===== src/sv/c128b_pkg.sv =====
package c128b_pkg;

  localparam logic [7:0] FirstPrintable = 8'h20;
  localparam logic [7:0] LastPrintable  = 8'h7E;
  localparam logic [6:0] StartBValue    = 7'd104;
  localparam logic [6:0] StopValue      = 7'd106;
  localparam logic [7:0] CheckModulus   = 8'd103;
  localparam logic [6:0] StartCheck     = 7'd1;   // 104 mod 103
  localparam logic [1:0] StopTrailBar   = 2'd2;

  localparam int unsigned QueueDepth = 4;
  localparam int unsigned QueuePtrW  = $clog2(QueueDepth);
  localparam int unsigned QueueCntW  = $clog2(QueueDepth + 1);

  // Symbol slots within one queued word, in emission order.
  localparam int unsigned SlotStart = 0;
  localparam int unsigned SlotData  = 1;
  localparam int unsigned SlotCheck = 2;
  localparam int unsigned SlotStop  = 3;
  localparam int unsigned NumSlots  = 4;

  // Front pipeline register: one accepted character after classification.
  typedef struct packed {
    logic        start;
    logic        data;
    logic [6:0]  value;
    logic [12:0] prod;    // value times its position among the data symbols
    logic        last;
  } c128b_stage_t;

  // Queue word: every symbol one character causes.
  typedef struct packed {
    logic       start;
    logic       data;
    logic [6:0] value;
    logic [6:0] check;
    logic       last;
  } c128b_entry_t;

  // (h * 64) mod 103 for the upper bits of a 13-bit product.
  typedef logic [6:0] c128b_hi_tab_t [128];

  function automatic c128b_hi_tab_t build_hi_tab();
    c128b_hi_tab_t tab;
    for (int i = 0; i < 128; i++) begin
      tab[i] = 7'((i * 64) % 103);
    end
    return tab;
  endfunction

  localparam c128b_hi_tab_t HiModTab = build_hi_tab();

  // Element widths, first bar in the top octal digit, last space in the bottom.
  localparam logic [17:0] SymWidths [107] = '{
    18'o212222, 18'o222122, 18'o222221, 18'o121223, 18'o121322,
    18'o131222, 18'o122213, 18'o122312, 18'o132212, 18'o221213,
    18'o221312, 18'o231212, 18'o112232, 18'o122132, 18'o122231,
    18'o113222, 18'o123122, 18'o123221, 18'o223211, 18'o221132,
    18'o221231, 18'o213212, 18'o223112, 18'o312131, 18'o311222,
    18'o321122, 18'o321221, 18'o312212, 18'o322112, 18'o322211,
    18'o212123, 18'o212321, 18'o232121, 18'o111323, 18'o131123,
    18'o131321, 18'o112313, 18'o132113, 18'o132311, 18'o211313,
    18'o231113, 18'o231311, 18'o112133, 18'o112331, 18'o132131,
    18'o113123, 18'o113321, 18'o133121, 18'o313121, 18'o211331,
    18'o231131, 18'o213113, 18'o213311, 18'o213131, 18'o311123,
    18'o311321, 18'o331121, 18'o312113, 18'o312311, 18'o332111,
    18'o314111, 18'o221411, 18'o431111, 18'o111224, 18'o111422,
    18'o121124, 18'o121421, 18'o141122, 18'o141221, 18'o112214,
    18'o112412, 18'o122114, 18'o122411, 18'o142112, 18'o142211,
    18'o241211, 18'o221114, 18'o413111, 18'o241112, 18'o134111,
    18'o111242, 18'o121142, 18'o121241, 18'o114212, 18'o124112,
    18'o124211, 18'o411212, 18'o421112, 18'o421211, 18'o212141,
    18'o214121, 18'o412121, 18'o111143, 18'o111341, 18'o131141,
    18'o114113, 18'o114311, 18'o411113, 18'o411311, 18'o113141,
    18'o114131, 18'o311141, 18'o411131, 18'o211412, 18'o211214,
    18'o211232, 18'o233111
  };

endpackage


===== src/sv/c128b_front.sv =====
module c128b_front
  import c128b_pkg::*;
#(
  parameter int unsigned MAX_DATA_SYMBOLS = 48
) (
  input  logic         clk_i,
  input  logic         rst_ni,
  input  logic         in_valid_i,
  output logic         in_ready_o,
  input  logic [7:0]   char_code_i,
  input  logic         end_of_text_i,
  input  logic         full_i,
  output logic         push_o,
  output c128b_entry_t push_entry_o
);

  localparam logic [5:0] MaxData = 6'(MAX_DATA_SYMBOLS);

  logic         open_q, open_d;
  logic [5:0]   count_q, count_d;
  logic         p1_valid_q, p1_valid_d;
  c128b_stage_t p1_q, p1_d;
  logic [6:0]   acc_q, acc_d;

  logic         accept;
  logic         advance;
  logic         printable;
  logic [5:0]   n_base;
  logic [5:0]   n_new;
  logic [6:0]   r_hi;
  logic [7:0]   r_sum;
  logic [6:0]   r_mod;
  logic [6:0]   acc_base;
  logic [7:0]   c_sum;
  logic [6:0]   c_mod;

  assign advance    = p1_valid_q && !full_i;
  assign in_ready_o = !p1_valid_q || !full_i;
  assign accept     = in_valid_i && in_ready_o;

  // Stage 1: classify, track the position, form value times position.
  always_comb begin
    printable = (char_code_i >= FirstPrintable) && (char_code_i <= LastPrintable);
    n_base    = open_q ? count_q : 6'd0;
    n_new     = n_base + 6'd1;
    p1_d.start = !open_q;
    p1_d.data  = printable && (n_base < MaxData);
    p1_d.value = 7'(char_code_i - FirstPrintable);
    p1_d.prod  = 13'(p1_d.value) * 13'(n_new);
    p1_d.last  = end_of_text_i;

    open_d  = open_q;
    count_d = count_q;
    if (accept) begin
      open_d  = !end_of_text_i;
      count_d = end_of_text_i ? 6'd0 : (p1_d.data ? n_new : n_base);
    end

    p1_valid_d = p1_valid_q;
    if (accept) begin
      p1_valid_d = 1'b1;
    end else if (advance) begin
      p1_valid_d = 1'b0;
    end
  end

  // Stage 2: reduce the product mod 103 and fold it into the checksum.
  always_comb begin
    r_hi     = HiModTab[p1_q.prod[12:6]];
    r_sum    = {1'b0, r_hi} + {2'b00, p1_q.prod[5:0]};
    r_mod    = (r_sum >= CheckModulus) ? 7'(r_sum - CheckModulus) : r_sum[6:0];
    acc_base = p1_q.start ? StartCheck : acc_q;
    c_sum    = {1'b0, acc_base} + (p1_q.data ? {1'b0, r_mod} : 8'd0);
    c_mod    = (c_sum >= CheckModulus) ? 7'(c_sum - CheckModulus) : c_sum[6:0];

    acc_d = acc_q;
    if (advance) begin
      acc_d = p1_q.last ? 7'd0 : c_mod;
    end

    push_o             = advance;
    push_entry_o.start = p1_q.start;
    push_entry_o.data  = p1_q.data;
    push_entry_o.value = p1_q.value;
    push_entry_o.check = c_mod;
    push_entry_o.last  = p1_q.last;
  end

  always_ff @(posedge clk_i or negedge rst_ni) begin
    if (!rst_ni) begin
      open_q     <= 1'b0;
      count_q    <= 6'd0;
      p1_valid_q <= 1'b0;
      acc_q      <= 7'd0;
    end else begin
      open_q     <= open_d;
      count_q    <= count_d;
      p1_valid_q <= p1_valid_d;
      acc_q      <= acc_d;
    end
  end

  always_ff @(posedge clk_i) begin
    if (accept) begin
      p1_q <= p1_d;
    end
  end

endmodule


===== src/sv/c128b_queue.sv =====
module c128b_queue
  import c128b_pkg::*;
(
  input  logic         clk_i,
  input  logic         rst_ni,
  input  logic         push_i,
  input  c128b_entry_t push_entry_i,
  input  logic         pop_i,
  output logic         full_o,
  output logic         empty_o,
  output c128b_entry_t head_o
);

  c128b_entry_t             mem_q [QueueDepth];
  logic [QueuePtrW-1:0]     wr_ptr_q, wr_ptr_d;
  logic [QueuePtrW-1:0]     rd_ptr_q, rd_ptr_d;
  logic [QueueCntW-1:0]     cnt_q, cnt_d;

  assign full_o  = (cnt_q == QueueCntW'(QueueDepth));
  assign empty_o = (cnt_q == '0);
  assign head_o  = mem_q[rd_ptr_q];

  always_comb begin
    wr_ptr_d = push_i ? wr_ptr_q + 1'b1 : wr_ptr_q;
    rd_ptr_d = pop_i  ? rd_ptr_q + 1'b1 : rd_ptr_q;
    cnt_d    = cnt_q;
    if (push_i && !pop_i) begin
      cnt_d = cnt_q + 1'b1;
    end else if (pop_i && !push_i) begin
      cnt_d = cnt_q - 1'b1;
    end
  end

  always_ff @(posedge clk_i or negedge rst_ni) begin
    if (!rst_ni) begin
      wr_ptr_q <= '0;
      rd_ptr_q <= '0;
      cnt_q    <= '0;
    end else begin
      wr_ptr_q <= wr_ptr_d;
      rd_ptr_q <= rd_ptr_d;
      cnt_q    <= cnt_d;
    end
  end

  always_ff @(posedge clk_i) begin
    if (push_i) begin
      mem_q[wr_ptr_q] <= push_entry_i;
    end
  end

endmodule


===== src/sv/c128b_back.sv =====
module c128b_back
  import c128b_pkg::*;
(
  input  logic         clk_i,
  input  logic         rst_ni,
  input  logic         empty_i,
  input  c128b_entry_t head_i,
  output logic         pop_o,
  output logic         out_valid_o,
  input  logic         out_ready_i,
  output logic [6:0]   symbol_value_o,
  output logic [17:0]  widths_o,
  output logic [1:0]   trailing_bar_o,
  output logic         message_done_o
);

  logic [NumSlots-1:0] done_q, done_d;
  logic                out_valid_q, out_valid_d;
  logic [6:0]          value_q, value_d;
  logic [17:0]         widths_q, widths_d;
  logic                stop_q, stop_d;

  logic [NumSlots-1:0] req;
  logic [NumSlots-1:0] pending;
  logic [NumSlots-1:0] sel;
  logic                can_load;
  logic                emit;

  always_comb begin
    req            = '0;
    req[SlotStart] = head_i.start;
    req[SlotData]  = head_i.data;
    req[SlotCheck] = head_i.last;
    req[SlotStop]  = head_i.last;
    pending        = req & ~done_q;
    // lowest pending slot goes out first
    sel            = pending & (~pending + 1'b1);
    can_load       = !out_valid_q || out_ready_i;
    emit           = !empty_i && can_load && (pending != '0);

    value_d = value_q;
    if (sel[SlotStart]) begin
      value_d = StartBValue;
    end else if (sel[SlotData]) begin
      value_d = head_i.value;
    end else if (sel[SlotCheck]) begin
      value_d = head_i.check;
    end else begin
      value_d = StopValue;
    end
    widths_d = SymWidths[value_d];
    stop_d   = sel[SlotStop];

    pop_o  = 1'b0;
    done_d = done_q;
    if (!empty_i && (pending == '0)) begin
      // character with nothing to show: drop it
      pop_o  = 1'b1;
      done_d = '0;
    end else if (emit) begin
      if ((pending & ~sel) == '0) begin
        pop_o  = 1'b1;
        done_d = '0;
      end else begin
        done_d = done_q | sel;
      end
    end

    out_valid_d = out_valid_q;
    if (emit) begin
      out_valid_d = 1'b1;
    end else if (out_ready_i) begin
      out_valid_d = 1'b0;
    end
  end

  always_ff @(posedge clk_i or negedge rst_ni) begin
    if (!rst_ni) begin
      done_q      <= '0;
      out_valid_q <= 1'b0;
    end else begin
      done_q      <= done_d;
      out_valid_q <= out_valid_d;
    end
  end

  always_ff @(posedge clk_i) begin
    if (emit) begin
      value_q  <= value_d;
      widths_q <= widths_d;
      stop_q   <= stop_d;
    end
  end

  assign out_valid_o    = out_valid_q;
  assign symbol_value_o = value_q;
  assign widths_o       = widths_q;
  assign trailing_bar_o = stop_q ? StopTrailBar : 2'd0;
  assign message_done_o = stop_q;

endmodule


===== src/sv/code128b_symbol_encoder_unit.sv =====
// Path to the master side: front register, then queue write, then output register.
// Throughput: one character per cycle on the slave side while the queue has room; one
//   symbol word per cycle on the master side while m_axis_tready is high, so Start B,
//   check and Stop words each take an output word of their own.
// Reset: rst_ni is asynchronous and active low; it empties the pipeline and queue and
//   closes any open message. No clearing pass is needed.
module code128b_symbol_encoder_unit
  import c128b_pkg::*;
#(
  parameter int unsigned MAX_DATA_SYMBOLS = 48
) (
  input  logic        clk_i,
  input  logic        rst_ni,
  input  logic        s_axis_tvalid,
  output logic        s_axis_tready,
  input  logic [7:0]  s_axis_tdata,   // [7:0] char_code
  input  logic        s_axis_tlast,   // end_of_text
  output logic        m_axis_tvalid,
  input  logic        m_axis_tready,
  // [6:0] symbol_value, [9:7] bar_a, [12:10] space_a, [15:13] bar_b,
  // [18:16] space_b, [21:19] bar_c, [24:22] space_c, [26:25] trailing_bar,
  // [31:27] zero
  output logic [31:0] m_axis_tdata,
  output logic        m_axis_tlast    // message_done
);

  // Front: classify each character, track position and checksum.
  // Queue: holds one word per character so each side stalls on its own.
  // Back: unroll each queued word into its symbols, one per cycle while the sink is ready.

  logic         push;
  c128b_entry_t push_entry;
  logic         full;
  logic         empty;
  logic         pop;
  c128b_entry_t head;
  logic [6:0]   symbol_value;
  logic [17:0]  widths;
  logic [1:0]   trailing_bar;

  c128b_front #(
    .MAX_DATA_SYMBOLS (MAX_DATA_SYMBOLS)
  ) u_front (
    .clk_i         (clk_i),
    .rst_ni        (rst_ni),
    .in_valid_i    (s_axis_tvalid),
    .in_ready_o    (s_axis_tready),
    .char_code_i   (s_axis_tdata),
    .end_of_text_i (s_axis_tlast),
    .full_i        (full),
    .push_o        (push),
    .push_entry_o  (push_entry)
  );

  c128b_queue u_queue (
    .clk_i        (clk_i),
    .rst_ni       (rst_ni),
    .push_i       (push),
    .push_entry_i (push_entry),
    .pop_i        (pop),
    .full_o       (full),
    .empty_o      (empty),
    .head_o       (head)
  );

  c128b_back u_back (
    .clk_i          (clk_i),
    .rst_ni         (rst_ni),
    .empty_i        (empty),
    .head_i         (head),
    .pop_o          (pop),
    .out_valid_o    (m_axis_tvalid),
    .out_ready_i    (m_axis_tready),
    .symbol_value_o (symbol_value),
    .widths_o       (widths),
    .trailing_bar_o (trailing_bar),
    .message_done_o (m_axis_tlast)
  );

  // Widths table keeps the first bar in the top digit; pack bar_a into the low bits.
  assign m_axis_tdata = {5'd0, trailing_bar,
                         widths[2:0], widths[5:3], widths[8:6],
                         widths[11:9], widths[14:12], widths[17:15],
                         symbol_value};

endmodule


===== config.mk =====
export PLATFORM = sky130hd
export DESIGN_NAME = code128b_symbol_encoder_unit
export DESIGN_NICKNAME = d
export VERILOG_FILES = /design/src/sv/c128b_pkg.sv /design/src/sv/c128b_front.sv /design/src/sv/c128b_queue.sv /design/src/sv/c128b_back.sv /design/src/sv/code128b_symbol_encoder_unit.sv
export SDC_FILE = /design/constraint.sdc
export NUM_CORES = 1
export LEC_CHECK = 0
export BUFFER_PORTS_ARGS = -buffer_cell sky130_fd_sc_hd__buf_2
export CAP_MARGIN = 20
export CORE_UTILIZATION = 30
export DETAILED_ROUTE_END_ITERATION = 10
export GPL_TIMING_DRIVEN = 0
export PLACE_DENSITY = 0.46
export SYNTH_ARGS = -nofsm -noshare
export SYNTH_HDL_FRONTEND = slang
export SYNTH_SLANG_ARGS = --single-unit

===== constraint.sdc =====
create_clock -name clk_i -period 15.27 [get_ports clk_i]
set_input_delay 2.2905 -clock clk_i [delete_from_list [all_inputs] [get_ports clk_i]]
set_output_delay 2.2905 -clock clk_i [all_outputs]
set_load 0.1 [all_outputs]

==> reports/metrics.cfg, run 1 <==
[detailed_routing]
wl_um = 35140
met3_length_um = 2496
drc = 0
drt_iter0_markers = 1220
wl_per_cell_um = 19.89
firstDrtPassIters = 6
highest_layer = met4
wl_met1_um = 14960
vias = 9829
dr_wl_met2_um = 16470
vias_per_cell = 5.563
antenna_left = 0

[timing]
slew_violations = 0
timing.fmax_mhz = 116.3
fin_skew_ns = 0.01582
setup_viol_count_final = 0
finalSetupTns_ns = 0
hold_violations = 0
rsz0062_at_grt = false
final.min_clock_period_ns = 8.601
fin_crit_sh = 0.5633
max_slew_margin = 0.3205
tightest_slew_ns = 1.018

[die]
die-area_sq_um = 38710
rows = 70
dieWidth_um = 196.7
io_pins = 48
die_y_um = 196.7
initial_utilization = 0.3078
core_region_area_sq_um = 36960

[setup_path]
cp.depth = 33
critPathArrivalTime_ns = 8.98
worst-setup-path-type = reg -> reg
ff2ff_path_depth = 33
cp_slowest_stage_delay_ns = 0.50
cp_data_required_time_ns = 15.65
crit_buf_inv = 5
critPathMaxFanout = 11
cp-end-kind = flop
startpoint_type = flop
cpMaxStageDelayCell = edfxtp_1
crit_family = compound AO/OA/AOI/OAI gates

[clock_network]
htree_levels = 4
clk_path_buf_depth = 2
ctsHoldBuffers = 0
clkTransAtPathRegs_ns = 0.07
cts_post_setup_buffers_inserted = 0
cts_tree = done
clock-sinks = 144
clockRootBuffer = clkbuf_16
insertion_delay_ns = 0.44
postCtsResizedCells = 0
cts_buffers = 17

[synth]
seq_area_frac_synth = 0.3682
postSynthAreaPerCell_sq_um = 9.617
syn_inst = 1183
synth_common_cells = edfxtp_1, nand2_1, a21oi_1
synth_area_leader_cell = edfxtp_1
synth_area_sq_um = 11380
yosys.area.top_type_share = 0.3088
synth_edf_count = 117
yosysWarnings = 0
synth_seq_cells = 144
synth_cell_types = 95
yosysMostFrequentCell = edfxtp_1
ys_dominant_reg_cell = edfxtp_1
synthTopCellsByArea = edfxtp_1, ha_1, dfrtp_1, fa_1, a21oi_1
async_flop_share = 0.1875

[layout]
fill_cells = 3891
area_growth_pct = 12.74
diodes = 0
drive_gt1_frac = 0.1322
regArea_sq_um = 4189
multi_input_comb_area_sq_um = 6450
fin_nets = 1351

[job]
drv_cap = 0

[global_route]
first_global_vias = 9696
antenna_found_initial = 0
grt_remaining_overflow = 0
grt_max_degree = 28
grt_usage = 0.1858
grt_pass1_wl_um = 55790

[place]
io_buffers = 41
dp.final_hpwl_um = 24840
gp_congestion = 0.9844

[hold_path]
hold_path_class = reg -> reg
hold_depth = 1

[status]
status = completed

layer usage:
metal / global-route usage / vias to the layer above
met4: 0.07293 / 0
met2: 0.3036 / 492
li1: - / 4549
met5: 0 / -
met3: 0.03936 / 120
met1: 0.2393 / 4668
final timing paths:
kind	startpoint	end	slack [ns]
max	u_front.p1_q[8]	u_front.acc_q[4]	6.67
min	u_front.acc_q[2]	u_front.acc_q[2]	0.50
max reg2reg	u_front.p1_q[8]	u_front.acc_q[4]	6.67
min reg2reg	u_front.acc_q[2]	u_front.acc_q[2]	0.50
max in group asynchronous	rst_ni	u_front.acc_q[2]	12.89
min in group asynchronous	rst_ni	u_front.count_q[4]	1.91
registers in the layout (all words and copies together), names as in the netlist:
name / flops
u_back.done_q: 4
u_back.message_done_o: 1
u_back.out_valid_o: 1
u_back.symbol_value_o: 7
u_back.widths_o: 18
u_front.acc_q: 7
u_front.count_q: 6
u_front.open_q: 1
u_front.p1_q: 13
u_front.p1_valid_q: 1
u_front.push_entry_o: 10
u_queue.cnt_q: 3
u_queue.mem_q: 68
u_queue.rd_ptr_q: 2
u_queue.wr_ptr_q: 2
metrics by stage:
stage / utilization / setup slack, ns / cells / area (sq um) / hold WS (ns)
6_report: 0.3470 / 6.669 / 1767 / 12830 / 0.4999
5_1_grt: 0.3470 / 5.803 / 1767 / 12830 / 0.5211
4_1_cts: 0.3470 / 6.715 / 1767 / 12830 / 0.5032
3_5_place_dp: 0.3317 / 6.767 / 1735 / 12260 / 0.4850
3_3_place_gp: 0.3309 / 6.728 / 1733 / 12230 / 0.4787
2_1_floorplan: - / 8.199 / 1188 / 11400 / 0.4540
cell families after synthesis:
family | Yosys count | synth area share
AOI/OAI and AO/OA | 362 | 0.2169
and+or+nand+nor | 343 | 0.1467
buffers and inverters | 161 | 0.06697
DFF | 144 | 0.3682
adders and majority gates | 88 | 0.1126
muxes | 49 | 0.06071
xor gates and xnor gates | 35 | 0.02760
other | 1 | 0.0003296
cells in the final DEF (no fill, tap or decap), types with 34 or more instances in the layout:
cell type    n
a21oi_1     84
buf_2       66
clkbuf_1    44
edfxtp_1   117
ha_1        64
inv_1       63
nand2_1    104
nand3_1     34
nor2_1      75
o21ai_0     74
final cells by class:
cell class,instances,share of cell area
plain buffers,93,0.03912
clock buffers,17,0.03317
clock inverters,15,0.01102
inverters,68,0.02029
multi-input cells,883,0.5029
flip-flops and latches,144,0.3266
well taps,504,0.04917
repair buffers,43,0.01775
Power of run 1 is not shown: default switching activity piles up to over one toggle a cycle in this logic, so the estimate is an artifact.
==> run 2: changes to the inputs <==
--- a/config.mk
+++ b/config.mk
@@ -5,12 +5,13 @@
 export SDC_FILE = /design/constraint.sdc
 export NUM_CORES = 1
 export LEC_CHECK = 0
+export ABC_AREA = 1
 export BUFFER_PORTS_ARGS = -buffer_cell sky130_fd_sc_hd__buf_2
 export CAP_MARGIN = 20
 export CORE_UTILIZATION = 30
 export DETAILED_ROUTE_END_ITERATION = 10
 export GPL_TIMING_DRIVEN = 0
-export PLACE_DENSITY = 0.46
+export PLACE_DENSITY = 0.47
 export SYNTH_ARGS = -nofsm -noshare
 export SYNTH_HDL_FRONTEND = slang
 export SYNTH_SLANG_ARGS = --single-unit
==> constraint.sdc (replaced) <==
create_clock -name clk_i -period 7.5 [get_ports clk_i]
set_input_delay 1.125 -clock clk_i [delete_from_list [all_inputs] [get_ports clk_i]]
set_output_delay 1.125 -clock clk_i [all_outputs]
set_load 0.1 [all_outputs]
==> run 2 against run 1 <==
Design area decreased by 0.96%. Synthesized area is 1.6% lower. Wire length decreased by 1.8%.
==> reports/metrics.cfg, run 2 <==
[status]
status = completed

[synth]
yosys.area.top_type_share = 0.3137
synth_area_sq_um = 11200
async_flop_share = 0.1875
synthTopCellsByArea = edfxtp_1, nand2_1, ha_1, dfrtp_1, nor2_1
synth_seq_cells = 144
syn_inst = 1445
yosysMostFrequentCell = nand2_1
postSynthAreaPerCell_sq_um = 7.751
yosysWarnings = 0
synth_area_leader_cell = edfxtp_1
ys_dominant_reg_cell = edfxtp_1
seq_area_frac_synth = 0.3740
synth_common_cells = nand2_1, nor2_1, inv_1
synth_edf_count = 117
synth_cell_types = 54

[layout]
fin_nets = 1617
multi_input_comb_area_sq_um = 6022
utilization = 0.3462
layout_commonest_cell = nand2_1
drive_gt1_frac = 0.1177
top_register = u_queue.mem_q
diodes = 0
layout_common_cells = nand2_1, nor2_1, inv_1
area_growth_pct = 13.42
fin_area_sq_um = 12700
largest_reg_flops = 68
fill_cells = 3844
regArea_sq_um = 4189

[place]
gp_congestion = 1.005
dp.final_hpwl_um = 25530
io_buffers = 41
dp_slack_ns = 0.8281
dpl_cell_area_sq_um = 12100

[timing]
hold_violations = 0
max_slew_margin = 0.4753
fin_skew_ns = 0.01225
rsz0062_at_grt = false
setup_viol_count_final = 0
timing.fmax_mhz = 148.1
slew_violations = 0
fin_crit_sh = 0.9000
finalSetupTns_ns = 0
final.min_clock_period_ns = 6.750
tightest_slew_ns = 0.7836
setup_ws_ns = 0.7500

[die]
dieWidth_um = 195.2
io_pins = 48
rows = 70
initial_utilization = 0.3052
die_y_um = 195.2
core_region_area_sq_um = 36700
die-area_sq_um = 38110

[setup_path]
critPathMaxFanout = 12
crit_buf_inv = 3
cp_slowest_stage_delay_ns = 0.66
cp-end-kind = flop
cp.depth = 33
worst-setup-path-type = reg -> reg
crit_path_frequent_cell = nand2_1
startpoint_type = flop
cpMaxStageDelayCell = edfxtp_1
critPathArrivalTime_ns = 6.87
cp_data_required_time_ns = 7.62
ff2ff_path_depth = 33
crit_family = compound AO/OA/AOI/OAI gates

[detailed_routing]
drc = 0
firstDrtPassIters = 6
dr_wl_met2_um = 15420
met3_length_um = 1753
vias_per_cell = 5.031
highest_layer = met4
drt_iter0_markers = 992
wl_per_cell_um = 17.29
wl_um = 34520
antenna_left = 0
wl_met1_um = 16300
vias = 10050

[hold_path]
hold_path_class = reg -> reg
hold_depth = 2

[global_route]
grt_pass1_wl_um = 56010
grt_max_degree = 28
first_global_vias = 9986
antenna_found_initial = 0
grt_usage = 0.1884
grt_remaining_overflow = 0

[clock_network]
clk_path_buf_depth = 2
clockRootBuffer = clkbuf_16
ctsHoldBuffers = 0
postCtsResizedCells = 0
clkTransAtPathRegs_ns = 0.07
insertion_delay_ns = 0.44
cts_tree = done
clock-sinks = 144
htree_levels = 4
cts_buffers = 17
cts_post_setup_buffers_inserted = 0

[job]
drv_cap = 0

-- run 2: cell types whose count changed in the layout (fill, tap and decap cells not counted), moves of 15 or more --
cell      change
clkbuf_1     -28
a21oi_1      -29
nand2_1     +287
nor2_1       +95
nand2_2      +15
mux4_2       -15
nand3_1      +86
mux2i_1      -26
nor3_1       -18
inv_1        +91
and2_1       -17
-- run 2: per-stage QoR --
stage,std cells,hold slack (ns)
final,1997,0.4815
after global routing,1997,0.5082
after CTS,1996,0.4850
after detailed placement,1964,0.4641
after global placement,1959,0.4600
after floorplan,1450,0.4410
-- run 2: path summary, 6_finish.rpt --
check	slack, ns	endpoint	startpoint
min	0.48	u_front.acc_q[0]	u_front.acc_q[0]
min in group asynchronous	0.73	u_queue.rd_ptr_q[0]	rst_ni
min reg2reg	0.48	u_front.acc_q[0]	u_front.acc_q[0]
max in group asynchronous	6.30	u_front.acc_q[4]	rst_ni
max reg2reg	0.75	u_queue.mem_q[2][3]	u_front.p1_q[8]
max	0.75	u_queue.mem_q[2][3]	u_front.p1_q[8]
-- run 2: layout make-up --
cell class              count  share of cell area
plain buffers              55             0.03024
clock buffers              18             0.03457
clock inverters            14             0.01113
inverters                 168             0.04994
multi-input cells        1083              0.4740
flip-flops and latches    144              0.3298
well taps                 468             0.04609
repair buffers             47             0.02423
-- run 2: logic make-up (layout without fill, tap and decap cells) --
kind of cell	count (synthesis)	after routing	synth area share
compound gates	198	198	0.1025
fa+ha+maj	88	88	0.1144
xor+xnor	31	31	0.02424
other cells	1	6	0.0003348
buf+inv	223	302	0.09093
flops	144	144	0.3740
simple gates	760	760	0.2936
-- run 2: metal layers --
metal / track usage / vias to the layer above
li1: - / 4897
met1: 0.2612 / 4729
met2: 0.2963 / 349
met3: 0.02832 / 71
met4: 0.06970 / 0
met5: 0 / -
-- run 2: worst reg2reg max path: cells and delay by family, from the launching register on --
kind	cells	cell delay [ns]
xor gates and xnor gates	1	0.21
DFF	1	0.66
AOI/OAI and AO/OA	9	1.99
adders and majority gates	4	1.29
buffers and inverters	3	0.43
and+or+nand+nor	16	1.89
Power of run 2 is left out for the same reason.
==> run 3: changes to the inputs <==
--- a/config.mk
+++ b/config.mk
@@ -12,6 +12,7 @@
 export DETAILED_ROUTE_END_ITERATION = 10
 export GPL_TIMING_DRIVEN = 0
 export PLACE_DENSITY = 0.47
+export RECOVER_POWER = 50
 export SYNTH_ARGS = -nofsm -noshare
 export SYNTH_HDL_FRONTEND = slang
 export SYNTH_SLANG_ARGS = --single-unit
==> run 3 against run 2 <==
The run now ends with capacitance limit, slew limit left. Wire length about the same. Clock-buffer cell count is the same. Sequential cell count stayed put. Via count fell by 0.16%. Setup slack gained 0.045 ns. Global-route usage unchanged. Critical path depth stayed put. Hold slack worse by 0.00078 ns. Sequential share of layout area up 0.34 points. Largest cell class unchanged.
==> reports/metrics.cfg, run 3 (synthesized netlist as in run 2, its figures left out) <==
[detailed_routing]
highest_layer = met4
dr_wl_met2_um = 15390
wl_per_cell_um = 17.30
vias = 10030
firstDrtPassIters = 5
vias_per_cell = 5.023
met3_length_um = 1915
drt_iter0_markers = 967
drc = 0
wl_met1_um = 16140
antenna_left = 0
wl_um = 34550

[setup_path]
r2r_setup_slack_ns = 0.80
crit_end = u_queue.mem_q[3][2]
ff2ff_path_depth = 33
timing.rr.start = u_front.p1_q[8]
startpoint_type = flop
critPathMaxFanout = 12
critPathArrivalTime_ns = 6.88
crit_path_start = u_front.p1_q[8]
crit_path_frequent_cell = nand2_1
worst-setup-path-type = reg -> reg
cp_data_required_time_ns = 7.67
cp-end-kind = flop
r2r_end = u_queue.mem_q[3][2]
cpMaxStageDelayCell = edfxtp_1
cp_slowest_stage_delay_ns = 0.66

[global_route]
grt_remaining_overflow = 0
antenna_found_initial = 0
grt_usage = 0.1884
grt_max_degree = 28
first_global_vias = 9986
grt_pass1_wl_um = 56010

[clock_network]
cts_buffers = 17
clockRootBuffer = clkbuf_16
htree_levels = 4
ctsHoldBuffers = 0
cts_tree = done
insertion_delay_ns = 0.44
postCtsResizedCells = 0
cts_post_setup_buffers_inserted = 0
clkTransAtPathRegs_ns = 0.07
clk_path_buf_depth = 2
clock-sinks = 144

[layout]
layout_common_cells = nand2_1, nor2_1, inv_1
top_register = u_queue.mem_q
area_growth_pct = 12.24
layout_commonest_cell = nand2_1
fill_cells = 3881
largest_reg_flops = 68
fin_nets = 1617
drive_gt1_frac = 0.08698
diodes = 0

[job]
drv_cap = 1

[die]
die_y_um = 195.2
initial_utilization = 0.3052
core_region_area_sq_um = 36700
dieWidth_um = 195.2
die-area_sq_um = 38110
rows = 70
io_pins = 48

[place]
io_buffers = 41
dp.final_hpwl_um = 25530
gp_congestion = 1.005

[timing]
fin_skew_ns = 0.01324
max_slew_margin = -0.1625
hold_violations = 0
rsz0062_at_grt = false
setup_viol_count_final = 0
fin_crit_sh = 0.8940
final.min_clock_period_ns = 6.705
timing.fmax_mhz = 149.1
slew_violations = 28
finalSetupTns_ns = 0
tightest_slew_ns = 1.744

[status]
violations = capacitance limit, slew limit
status = complete, but fails checks

[hold_path]
hold_path_class = reg -> reg

==> run 3: worst min path at each step <==
stage	startpoint	end	slack (ns)	cells after the start
floorplan	u_front.acc_q[0]	u_front.acc_q[0]	0.44	2
global placement	u_front.acc_q[0]	u_front.acc_q[0]	0.46	2
detailed placement	u_front.acc_q[0]	u_front.acc_q[0]	0.46	2
CTS	u_front.count_q[4]	u_front.count_q[4]	0.49	2
global route	u_front.count_q[4]	u_front.count_q[4]	0.51	2
finish	u_front.acc_q[0]	u_front.acc_q[0]	0.48	2
==> run 3: cell type report <==
class	count	area (sq um)	share of cell area
Timing Repair Buffer	47	229.0	0.01821
Inverter	168	634.4	0.05046
Sequential cell	144	4189	0.3332
Buffer	55	382.9	0.03045
Tap cell	468	585.6	0.04658
Clock buffer	18	439.2	0.03493
Clock inverter	14	141.4	0.01125
Multi-Input combinational cell	1083	5971	0.4749
==> run 3: critical path: cells and delay by family (launching register included) <==
kind | cells | cell delay, ns
AO/OA/AOI/OAI | 5 | 1.02
XOR/XNOR | 2 | 0.52
adder cells (fa/ha/maj) | 5 | 1.57
buffers and inverters | 4 | 0.51
flip-flops | 1 | 0.66
AND/OR/NAND/NOR | 17 | 2.17
==> run 3: stage by stage <==
| stage | setup slack (ns) | cell area [sq um] | utilization | hold WS (ns) | instances |
|---|---|---|---|---|---|
| 6_report | 0.7953 | 12570 | 0.3426 | 0.4807 | 1997 |
| 5_1_grt | 0.0004059 | 12570 | 0.3426 | 0.5082 | 1997 |
| 4_1_cts | 0.7985 | 12680 | 0.3454 | 0.4850 | 1996 |
| 3_5_place_dp | 0.8281 | 12100 | 0.3296 | 0.4641 | 1964 |
| 3_3_place_gp | 0.8476 | 12010 | 0.3273 | 0.4600 | 1959 |
| 2_1_floorplan | 1.960 | 11220 | - | 0.4410 | 1450 |
==> run 3: metal layers <==
metal / track usage / up-vias
li1: - / 4899
met1: 0.2612 / 4699
met2: 0.2963 / 359
met3: 0.02832 / 73
met4: 0.06970 / 0
met5: 0 / -
Power of run 3 is left out for the same reason.
